[config.mk]
export PLATFORM = sky130hd
export DESIGN_NAME = interleaved_adc_average_scaler_core
export DESIGN_NICKNAME = d
export VERILOG_FILES = /design/src/sv/iasc_pkg.sv /design/src/sv/interleaved_adc_average_scaler_core.sv /design/src/sv/iasc_front.sv /design/src/sv/iasc_fifo.sv /design/src/sv/iasc_back.sv
export SDC_FILE = /design/constraint.sdc
export NUM_CORES = 2
export LEC_CHECK = 0
export ABC_AREA = 1
export CORE_MARGIN = 8
export CORE_UTILIZATION = 70
export DETAILED_ROUTE_END_ITERATION = 10
export DONT_BUFFER_PORTS = 1
export PLACE_DENSITY = 0.92
export SYNTH_ARGS = -nofsm -noshare
export SYNTH_HDL_FRONTEND = slang
export SYNTH_SLANG_ARGS = --single-unit
[constraint.sdc]
create_clock -name clk -period 12.2 [get_ports clk]
set_clock_uncertainty 0.15 [all_clocks]
set_input_delay 1.83 -clock clk [delete_from_list [all_inputs] [get_ports clk]]
set_output_delay 1.83 -clock clk [all_outputs]
set_load 0.01 [all_outputs]
[src/sv/iasc_pkg.sv]
// Package for the interleaved ADC average scaler: sizes, mode codes, channel constants.
// Used by every module of the block; depends on nothing.

package iasc_pkg;

	localparam int CHANNELS = 4;
	localparam int SAMPLES_PER_CHANNEL = 10;

	localparam int SAMPLE_W = 12;
	localparam int SUM_W = 16;
	localparam int VALUE_W = 30;
	localparam int CHAN_OUT_W = 2;
	localparam int MODE_W = 2;
	localparam int FRAC_W = 16;

	localparam int CH_W = (CHANNELS > 1) ? $clog2(CHANNELS) : 1;
	localparam int CNT_W = (SAMPLES_PER_CHANNEL > 1) ? $clog2(SAMPLES_PER_CHANNEL) : 1;
	localparam logic [CH_W-1:0] LAST_CH = CH_W'(CHANNELS - 1);
	localparam logic [CNT_W-1:0] LAST_CNT = CNT_W'(SAMPLES_PER_CHANNEL - 1);

	// Gains are in units of 1/10000, so every value is sum * gain * 2^16 / DEN before any channel offset.
	localparam longint unsigned DEN = longint'(SAMPLES_PER_CHANNEL) * 10000;
	localparam int GAIN_W = 14;
	localparam int OFF_W = 12;
	localparam int MG_W = 33;
	localparam int RECIP_SHIFT = 32;
	// Remainder width: wide enough for twice the divisor, and above the fraction bits.
	localparam int RW = ($clog2(2 * DEN) > FRAC_W) ? $clog2(2 * DEN) : FRAC_W + 1;
	localparam logic [RW-1:0] DEN_R = RW'(DEN);

	typedef enum logic [MODE_W-1:0] {
		MODE_RAW     = 2'd0,
		MODE_VOLTAGE = 2'd1,
		MODE_REMOTE  = 2'd2
	} mode_t;

	typedef logic [CHANNELS-1:0][SUM_W-1:0] sums_t;

	typedef struct packed {
		logic  valid;
		sums_t sums;
	} frame_t;

	// Scaled reciprocal of DEN for a given gain; only ever evaluated on constants.
	function automatic logic [MG_W-1:0] recip(input longint unsigned gain);
		return MG_W'((gain << RECIP_SHIFT) / DEN);
	endfunction

	localparam logic [GAIN_W-1:0] GAIN_RAW   = GAIN_W'(10000);
	localparam logic [GAIN_W-1:0] GAIN_VOLT  = GAIN_W'(8);
	localparam logic [GAIN_W-1:0] GAIN_YAW   = GAIN_W'(879);
	localparam logic [GAIN_W-1:0] GAIN_THR   = GAIN_W'(2440);
	localparam logic [GAIN_W-1:0] GAIN_PR    = GAIN_W'(146);

	localparam logic [MG_W-1:0] MG_RAW  = recip(10000);
	localparam logic [MG_W-1:0] MG_VOLT = recip(8);
	localparam logic [MG_W-1:0] MG_YAW  = recip(879);
	localparam logic [MG_W-1:0] MG_THR  = recip(2440);
	localparam logic [MG_W-1:0] MG_PR   = recip(146);

	localparam logic signed [OFF_W-1:0] OFF_YAW = -12'sd180;
	localparam logic signed [OFF_W-1:0] OFF_THR = 12'sd1000;
	localparam logic signed [OFF_W-1:0] OFF_PR  = -12'sd30;

endpackage

[src/sv/interleaved_adc_average_scaler_core.sv]
// Top level of the interleaved ADC average scaler: mode register, front, queue, back end.
// Depends on iasc_pkg, iasc_front, iasc_fifo and iasc_back.
//
//   Port group   Handshake                     Payload
//   sample       sample_valid / sample_ready   adc_sample[11:0]
//   result       result_valid / result_ready   channel[1:0], value[29:0] signed, last
//   cfg          cfg_valid / cfg_ready         output_mode[1:0]
//
// One sample is taken every cycle while sample_ready is high. A frame's results leave one per cycle
// while result_ready is high, through a four-stage reciprocal divide pipeline.
// A two-frame queue sits between accumulation and scaling, so a stalled result port
// only holds off samples once two finished frames are waiting.
// Reset clears the sums, the counters, the queue and the mode register; cfg_ready stays high.

module interleaved_adc_average_scaler_core (
	input  logic                                clk,
	input  logic                                arst_n,
	input  logic                                sample_valid,
	output logic                                sample_ready,
	input  logic [iasc_pkg::SAMPLE_W-1:0]       adc_sample,
	output logic                                result_valid,
	input  logic                                result_ready,
	output logic [iasc_pkg::CHAN_OUT_W-1:0]     channel,
	output logic signed [iasc_pkg::VALUE_W-1:0] value,
	output logic                                last,
	input  logic                                cfg_valid,
	output logic                                cfg_ready,
	input  logic [iasc_pkg::MODE_W-1:0]         output_mode
);

	logic [iasc_pkg::MODE_W-1:0] mode_q;
	iasc_pkg::frame_t            push;
	iasc_pkg::frame_t            head;
	logic                        queue_full;
	logic                        pop;

	assign cfg_ready = 1'b1;

	always_ff @(posedge clk or negedge arst_n) begin
		if (!arst_n) begin
			mode_q <= iasc_pkg::MODE_RAW;
		end else if (cfg_valid && cfg_ready) begin
			mode_q <= output_mode;
		end
	end

	iasc_front u_front (
		.clk          (clk),
		.arst_n       (arst_n),
		.sample_valid (sample_valid),
		.sample_ready (sample_ready),
		.adc_sample   (adc_sample),
		.queue_full   (queue_full),
		.push         (push)
	);

	iasc_fifo u_fifo (
		.clk    (clk),
		.arst_n (arst_n),
		.push   (push),
		.full   (queue_full),
		.pop    (pop),
		.head   (head)
	);

	iasc_back u_back (
		.clk          (clk),
		.arst_n       (arst_n),
		.head         (head),
		.pop          (pop),
		.mode         (mode_q),
		.result_valid (result_valid),
		.result_ready (result_ready),
		.channel      (channel),
		.value        (value),
		.last         (last)
	);

	a_last_channel: assert property (@(posedge clk) disable iff (!arst_n)
		result_valid && last |-> channel == iasc_pkg::CHAN_OUT_W'(iasc_pkg::LAST_CH))
		else $error("last flag on a result that is not the final channel");

	a_ready_only_when_full: assert property (@(posedge clk) disable iff (!arst_n)
		!sample_ready |-> queue_full)
		else $error("samples held off while the frame queue has room");

	a_no_push_when_full: assert property (@(posedge clk) disable iff (!arst_n)
		push.valid |-> !queue_full)
		else $error("frame pushed into a full queue");

	a_pop_needs_frame: assert property (@(posedge clk) disable iff (!arst_n)
		pop |-> head.valid)
		else $error("frame popped from an empty queue");

endmodule

[src/sv/iasc_front.sv]
// Front end of the ADC average scaler: accumulates per-channel sums and hands off frames.
// Depends on iasc_pkg.

module iasc_front (
	input  logic                            clk,
	input  logic                            arst_n,
	input  logic                            sample_valid,
	output logic                            sample_ready,
	input  logic [iasc_pkg::SAMPLE_W-1:0]   adc_sample,
	input  logic                            queue_full,
	output iasc_pkg::frame_t                push
);

	iasc_pkg::sums_t              sums_q;
	logic [iasc_pkg::CH_W-1:0]    ch_q;
	logic [iasc_pkg::CNT_W-1:0]   cnt_q;
	logic [iasc_pkg::SUM_W-1:0]   cur_sum;
	logic                         accept;
	logic                         frame_end;

	assign sample_ready = !queue_full;
	assign accept = sample_valid && sample_ready;

	always_comb begin
		cur_sum = sums_q[ch_q] + iasc_pkg::SUM_W'(adc_sample);
		frame_end = (ch_q == iasc_pkg::LAST_CH) && (cnt_q == iasc_pkg::LAST_CNT);
		push.valid = accept && frame_end;
		for (int i = 0; i < iasc_pkg::CHANNELS; i++) begin
			push.sums[i] = (iasc_pkg::CH_W'(i) == ch_q) ? cur_sum : sums_q[i];
		end
	end

	always_ff @(posedge clk or negedge arst_n) begin
		if (!arst_n) begin
			sums_q <= '0;
			ch_q <= '0;
			cnt_q <= '0;
		end else if (accept) begin
			if (frame_end) begin
				sums_q <= '0;
			end else begin
				sums_q[ch_q] <= cur_sum;
			end
			if (ch_q == iasc_pkg::LAST_CH) begin
				ch_q <= '0;
				cnt_q <= (cnt_q == iasc_pkg::LAST_CNT) ? '0 : cnt_q + 1'b1;
			end else begin
				ch_q <= ch_q + 1'b1;
			end
		end
	end

endmodule

[src/sv/iasc_fifo.sv]
// Two-entry frame queue between the accumulating front and the scaling back end.
// Depends on iasc_pkg.

module iasc_fifo (
	input  logic              clk,
	input  logic              arst_n,
	input  iasc_pkg::frame_t  push,
	output logic              full,
	input  logic              pop,
	output iasc_pkg::frame_t  head
);

	iasc_pkg::sums_t mem_q [2];
	logic            wr_ptr_q;
	logic            rd_ptr_q;
	logic [1:0]      count_q;

	assign full = (count_q == 2'd2);
	assign head.valid = (count_q != 2'd0);
	assign head.sums = mem_q[rd_ptr_q];

	always_ff @(posedge clk) begin
		if (push.valid) begin
			mem_q[wr_ptr_q] <= push.sums;
		end
	end

	always_ff @(posedge clk or negedge arst_n) begin
		if (!arst_n) begin
			wr_ptr_q <= 1'b0;
			rd_ptr_q <= 1'b0;
			count_q <= '0;
		end else begin
			if (push.valid) begin
				wr_ptr_q <= !wr_ptr_q;
			end
			if (pop) begin
				rd_ptr_q <= !rd_ptr_q;
			end
			case ({push.valid, pop})
				2'b10: count_q <= count_q + 2'd1;
				2'b01: count_q <= count_q - 2'd1;
				default: count_q <= count_q;
			endcase
		end
	end

endmodule

[src/sv/iasc_back.sv]
// Back end of the ADC average scaler: walks the channels of a queued frame through a
// four-stage divide-and-scale pipeline. Depends on iasc_pkg.

module iasc_back (
	input  logic                               clk,
	input  logic                               arst_n,
	input  iasc_pkg::frame_t                   head,
	output logic                               pop,
	input  logic [iasc_pkg::MODE_W-1:0]        mode,
	output logic                               result_valid,
	input  logic                               result_ready,
	output logic [iasc_pkg::CHAN_OUT_W-1:0]    channel,
	output logic signed [iasc_pkg::VALUE_W-1:0] value,
	output logic                               last
);

	logic                                adv;
	logic                                issue;
	logic [iasc_pkg::CH_W-1:0]           seq_ch_q;
	logic [1:0]                          rk;
	logic [iasc_pkg::GAIN_W-1:0]         gain;
	logic [iasc_pkg::MG_W-1:0]           mg;
	logic signed [iasc_pkg::OFF_W-1:0]   off;

	logic                                v_s1, v_s2, v_s3;
	logic [iasc_pkg::CH_W-1:0]           ch_s1, ch_s2, ch_s3;
	logic [iasc_pkg::SUM_W-1:0]          sum_s1;
	logic [iasc_pkg::GAIN_W-1:0]         gain_s1;
	logic [iasc_pkg::MG_W-1:0]           mg_s1;
	logic signed [iasc_pkg::OFF_W-1:0]   off_s1, off_s2, off_s3;

	logic [iasc_pkg::SUM_W+iasc_pkg::MG_W-1:0]     est_prod;
	logic [iasc_pkg::SUM_W+iasc_pkg::GAIN_W-1:0]   sg_prod;
	logic [iasc_pkg::MG_W-1:0]                     q0_s2, q0_s3;
	logic [iasc_pkg::RW-1:0]                       sgl_s2;
	logic [iasc_pkg::RW-1:0]                       rem;
	logic                                          inc_s3;
	logic signed [iasc_pkg::VALUE_W-1:0]           off_ext;

	assign adv = !result_valid || result_ready;
	assign issue = adv && head.valid;
	assign pop = issue && (seq_ch_q == iasc_pkg::LAST_CH);

	// Channel constants. Channels past the fourth reuse the pitch/roll scaling.
	always_comb begin
		rk = (32'(seq_ch_q) < 32'd4) ? 2'(seq_ch_q) : 2'd3;
		gain = iasc_pkg::GAIN_RAW;
		mg = iasc_pkg::MG_RAW;
		off = '0;
		case (mode)
			iasc_pkg::MODE_VOLTAGE: begin
				gain = iasc_pkg::GAIN_VOLT;
				mg = iasc_pkg::MG_VOLT;
			end
			iasc_pkg::MODE_REMOTE: begin
				case (rk)
					2'd0: begin
						gain = iasc_pkg::GAIN_YAW;
						mg = iasc_pkg::MG_YAW;
						off = iasc_pkg::OFF_YAW;
					end
					2'd1: begin
						gain = iasc_pkg::GAIN_THR;
						mg = iasc_pkg::MG_THR;
						off = iasc_pkg::OFF_THR;
					end
					default: begin
						gain = iasc_pkg::GAIN_PR;
						mg = iasc_pkg::MG_PR;
						off = iasc_pkg::OFF_PR;
					end
				endcase
			end
			default: begin
				gain = iasc_pkg::GAIN_RAW;
				mg = iasc_pkg::MG_RAW;
			end
		endcase
	end

	// The reciprocal estimate is at most one below the true quotient. The remainder is
	// below twice the divisor, so its low RW bits decide the correction.
	always_comb begin
		est_prod = (iasc_pkg::SUM_W+iasc_pkg::MG_W)'(sum_s1) *
			(iasc_pkg::SUM_W+iasc_pkg::MG_W)'(mg_s1);
		sg_prod = (iasc_pkg::SUM_W+iasc_pkg::GAIN_W)'(sum_s1) *
			(iasc_pkg::SUM_W+iasc_pkg::GAIN_W)'(gain_s1);
		rem = sgl_s2 - q0_s2[iasc_pkg::RW-1:0] * iasc_pkg::DEN_R;
		off_ext = iasc_pkg::VALUE_W'(off_s3) <<< iasc_pkg::FRAC_W;
	end

	always_ff @(posedge clk) begin
		if (adv) begin
			ch_s1 <= seq_ch_q;
			sum_s1 <= head.sums[seq_ch_q];
			gain_s1 <= gain;
			mg_s1 <= mg;
			off_s1 <= off;

			ch_s2 <= ch_s1;
			q0_s2 <= est_prod[iasc_pkg::SUM_W+iasc_pkg::MG_W-1:iasc_pkg::FRAC_W];
			sgl_s2 <= {sg_prod[iasc_pkg::RW-iasc_pkg::FRAC_W-1:0], {iasc_pkg::FRAC_W{1'b0}}};
			off_s2 <= off_s1;

			ch_s3 <= ch_s2;
			q0_s3 <= q0_s2;
			inc_s3 <= (rem >= iasc_pkg::DEN_R);
			off_s3 <= off_s2;

			channel <= iasc_pkg::CHAN_OUT_W'(ch_s3);
			last <= (ch_s3 == iasc_pkg::LAST_CH);
			value <= q0_s3[iasc_pkg::VALUE_W-1:0] + iasc_pkg::VALUE_W'(inc_s3) + off_ext;
		end
	end

	always_ff @(posedge clk or negedge arst_n) begin
		if (!arst_n) begin
			seq_ch_q <= '0;
			v_s1 <= 1'b0;
			v_s2 <= 1'b0;
			v_s3 <= 1'b0;
			result_valid <= 1'b0;
		end else begin
			if (issue) begin
				seq_ch_q <= (seq_ch_q == iasc_pkg::LAST_CH) ? '0 : seq_ch_q + 1'b1;
			end
			if (adv) begin
				v_s1 <= issue;
				v_s2 <= v_s1;
				v_s3 <= v_s2;
				result_valid <= v_s3;
			end
		end
	end

endmodule

==> metrics.csv <==
metric,value,unit
status,"finished, final reports clean",
yosys_most_used_dff,edfxtp_1,
drt-initial-drc-count,3085,
final_util,73.9,%
clkSinkCount,365,
cts_resized,0,
mostFrequentLayoutCells,"inv_1, nand2_1, fa_1",
synth_nets,4256,
numCtsBuffers,38,
critPathMaxFanout,18,
first_pass_iters,9,
coreArea,46200,µm²
arrival,6.94,ns
synth_cells,3645,
overflow,0,
slowest_delay,0.87,ns
wirelength,86100,µm
synth_edf_count,283,
ys_ff_latch,365,
worst_path_max_delay_cell,edfxtp_1,
worstSkewPairLatency,0.57,ns
setup-violations-final,0,
avgSynthCellArea,8.91,µm²
clock_path_buffers,3,
hold_class,reg2reg,
drive_above_1_share,4.53,%
layout.cells.non_filler,4210,
cp-end-kind,register,
placed_area,32800,µm²
worst-slew-pin-transition,1.07,ns
ant_nets,0,
grt_max_degree,84,
grt_use_total,32.5,%
start_util,70.4,%
final_area,34100,µm²
setup_tns,0,ns
netlist_area,32500,µm²
yosys-top-cells-area,"edfxtp_1, fa_1, inv_1",
cts_max_level,2,
yosys.area.top_type,edfxtp_1,
fmax,0.147,GHz
die_h,231,µm
slew_headroom,28.9,%
pin_count,55,
grt_pass1_wl,137000,µm
nets,4185,
portBuffers,0,
period_share,55.7,%
final_hold_viol_count,0,
rsz0062_at_grt,false,
area_growth_syn_to_layout,4.98,%
hold_buffers,0,
synth.yosys.seq_area_share,32.5,%
post-route-min-period,6.80,ns
cts_setup_buffers,0,
cts_tree,built,
ys_types,60,
fp-row-count,79,
slew_viol_final,0,
yosys_warnings,0,
gp_congestion,1.02,
grt_pass1_vias,25800,
cpLargestDelayFamily,adder cells,
post-route-drc-count,0,
drv_cap,0,
die_x,231,µm
via_count,25300,
avgRoutedWirePerCell,20.5,µm
path_buf_inv,6,
dp.cells,4141,
synth_top_area_share,26.2,%
via_per_inst,6.01,
grt_antenna_before_repair,2,
dp_hpwl,65700,µm
final_common_cell,inv_1,
clkTransAtPathRegs,0.07,ns
synthArstFlopShare,22.5,%
crit_chain,nand2_1 > fa_1 > inv_1 > fa_1 > fa_1 > inv_1 > fa_1 > inv_1 > fa_1 > inv_1 > fa_1 > inv_1 > ha_1 > nand2_1 > nor2_1 > inv_1 > nor3_1 > nand4_1 > nand4_1 > nand2_1,
crit_required,12.35,ns
path_class,reg2reg,
worst_setup_path_start_kind,register,
cts_root_buf,clkbuf_16,
dieArea,53500,µm²
==> metrics by stage <==
stage	hold slack, ns	setup WS (ns)
6_report	0.259	5.40
5_1_grt	0.269	5.19
4_1_cts	0.269	5.61
3_5_place_dp	0.255	5.65
3_3_place_gp	0.251	5.67
2_1_floorplan	0.250	6.43
==> worst paths after layout <==
path | start | to | slack, ns | cells past startpoint
worst max register to register | u_back.sum_s1[6]$_DFFE_PP_ | u_back.q0_s2[26]$_DFFE_PP_ | 5.40 | 20
worst min-delay path | u_back.ch_s1[0]$_DFFE_PP_ | u_back.ch_s2[0]$_DFFE_PP_ | 0.26 | 0
worst min register to register | u_back.ch_s1[0]$_DFFE_PP_ | u_back.ch_s2[0]$_DFFE_PP_ | 0.26 | 0
min in group asynchronous | arst_n | u_front.sums_q[7]$_DFFE_PN0P_ | 0.81 | 0
max in group asynchronous | arst_n | mode_q[0]$_DFFE_PN0P_ | 10.92 | 0
worst max-delay path | u_back.sum_s1[6]$_DFFE_PP_ | u_back.q0_s2[26]$_DFFE_PP_ | 5.40 | 20
==> cell usage after synthesis (4+ instances only) <==
cell type  count
nand2_1      756
nand2_2       15
o31ai_1        6
o21ai_2       18
buf_4          4
o22ai_1       35
nor2_2         9
nand3_1      105
ha_1         234
a21o_1         7
o21bai_1       8
xnor2_1       13
o21a_1         6
xor2_1        42
nand3b_1       5
nand3_2        8
o21ai_1       15
nor3_1        15
buf_6          5
dfrtp_1       82
nand2_4        9
edfxtp_1     283
o21ai_0      205
inv_1        813
nor2_1       287
buf_2         16
inv_2          6
a31oi_1       21
clkbuf_1      95
a21oi_1       94
fa_1         358
nand4_1       27
or2_2          6
==> metal layers <==
metal	vias to the layer above	GRT usage, %	routed length (µm)
met5	-	0	42
li1	11200	-	-
met2	1799	53.8	41000
met3	505	6.57	8690
met4	4	19.1	6210
met1	11900	39.3	30100
==> cell families after synthesis <==
kind of cell    synth area share [%]
compound gates                  7.38
xor+xnor                        1.62
fa+ha+maj                       31.1
buf+inv                         11.2
flops                           32.5
other cells                   0.0115
simple gates                    16.3
==> area by class of cell <==
type,count,area (µm²)
Antenna cell,1,2.50
Clock buffer,48,1030
Clock inverter,20,250
Fill cell,2961,12100
Inverter,822,3100
Multi-Input combinational cell,2335,18300
Sequential cell,365,10600
Tap cell,607,759
Timing Repair Buffer,12,90.1
==> registers in the layout, indices dropped and copies added (netlist names), 4 cells and up <==
signal / cells
u_fifo.mem_q: 128
u_front.sums_q: 64
u_back.q0_s2: 30
u_back.q0_s3: 30
u_back.value: 30
u_back.mg_s1: 18
u_back.sum_s1: 16
u_back.off_s1: 6
u_back.off_s2: 6
u_back.off_s3: 6
u_front.cnt_q: 4
==> worst register-to-register path: cells and delay by family (launching register included) <==
kind,cells,cell delay (ns)
adder cells (fa/ha/maj),7,3.50
buffers and inverters,6,0.38
flip-flops,1,0.87
AND/OR/NAND/NOR,7,1.61
Power is not shown: default switching activity piles up to over one toggle a cycle in this logic, so the estimate is an artifact.
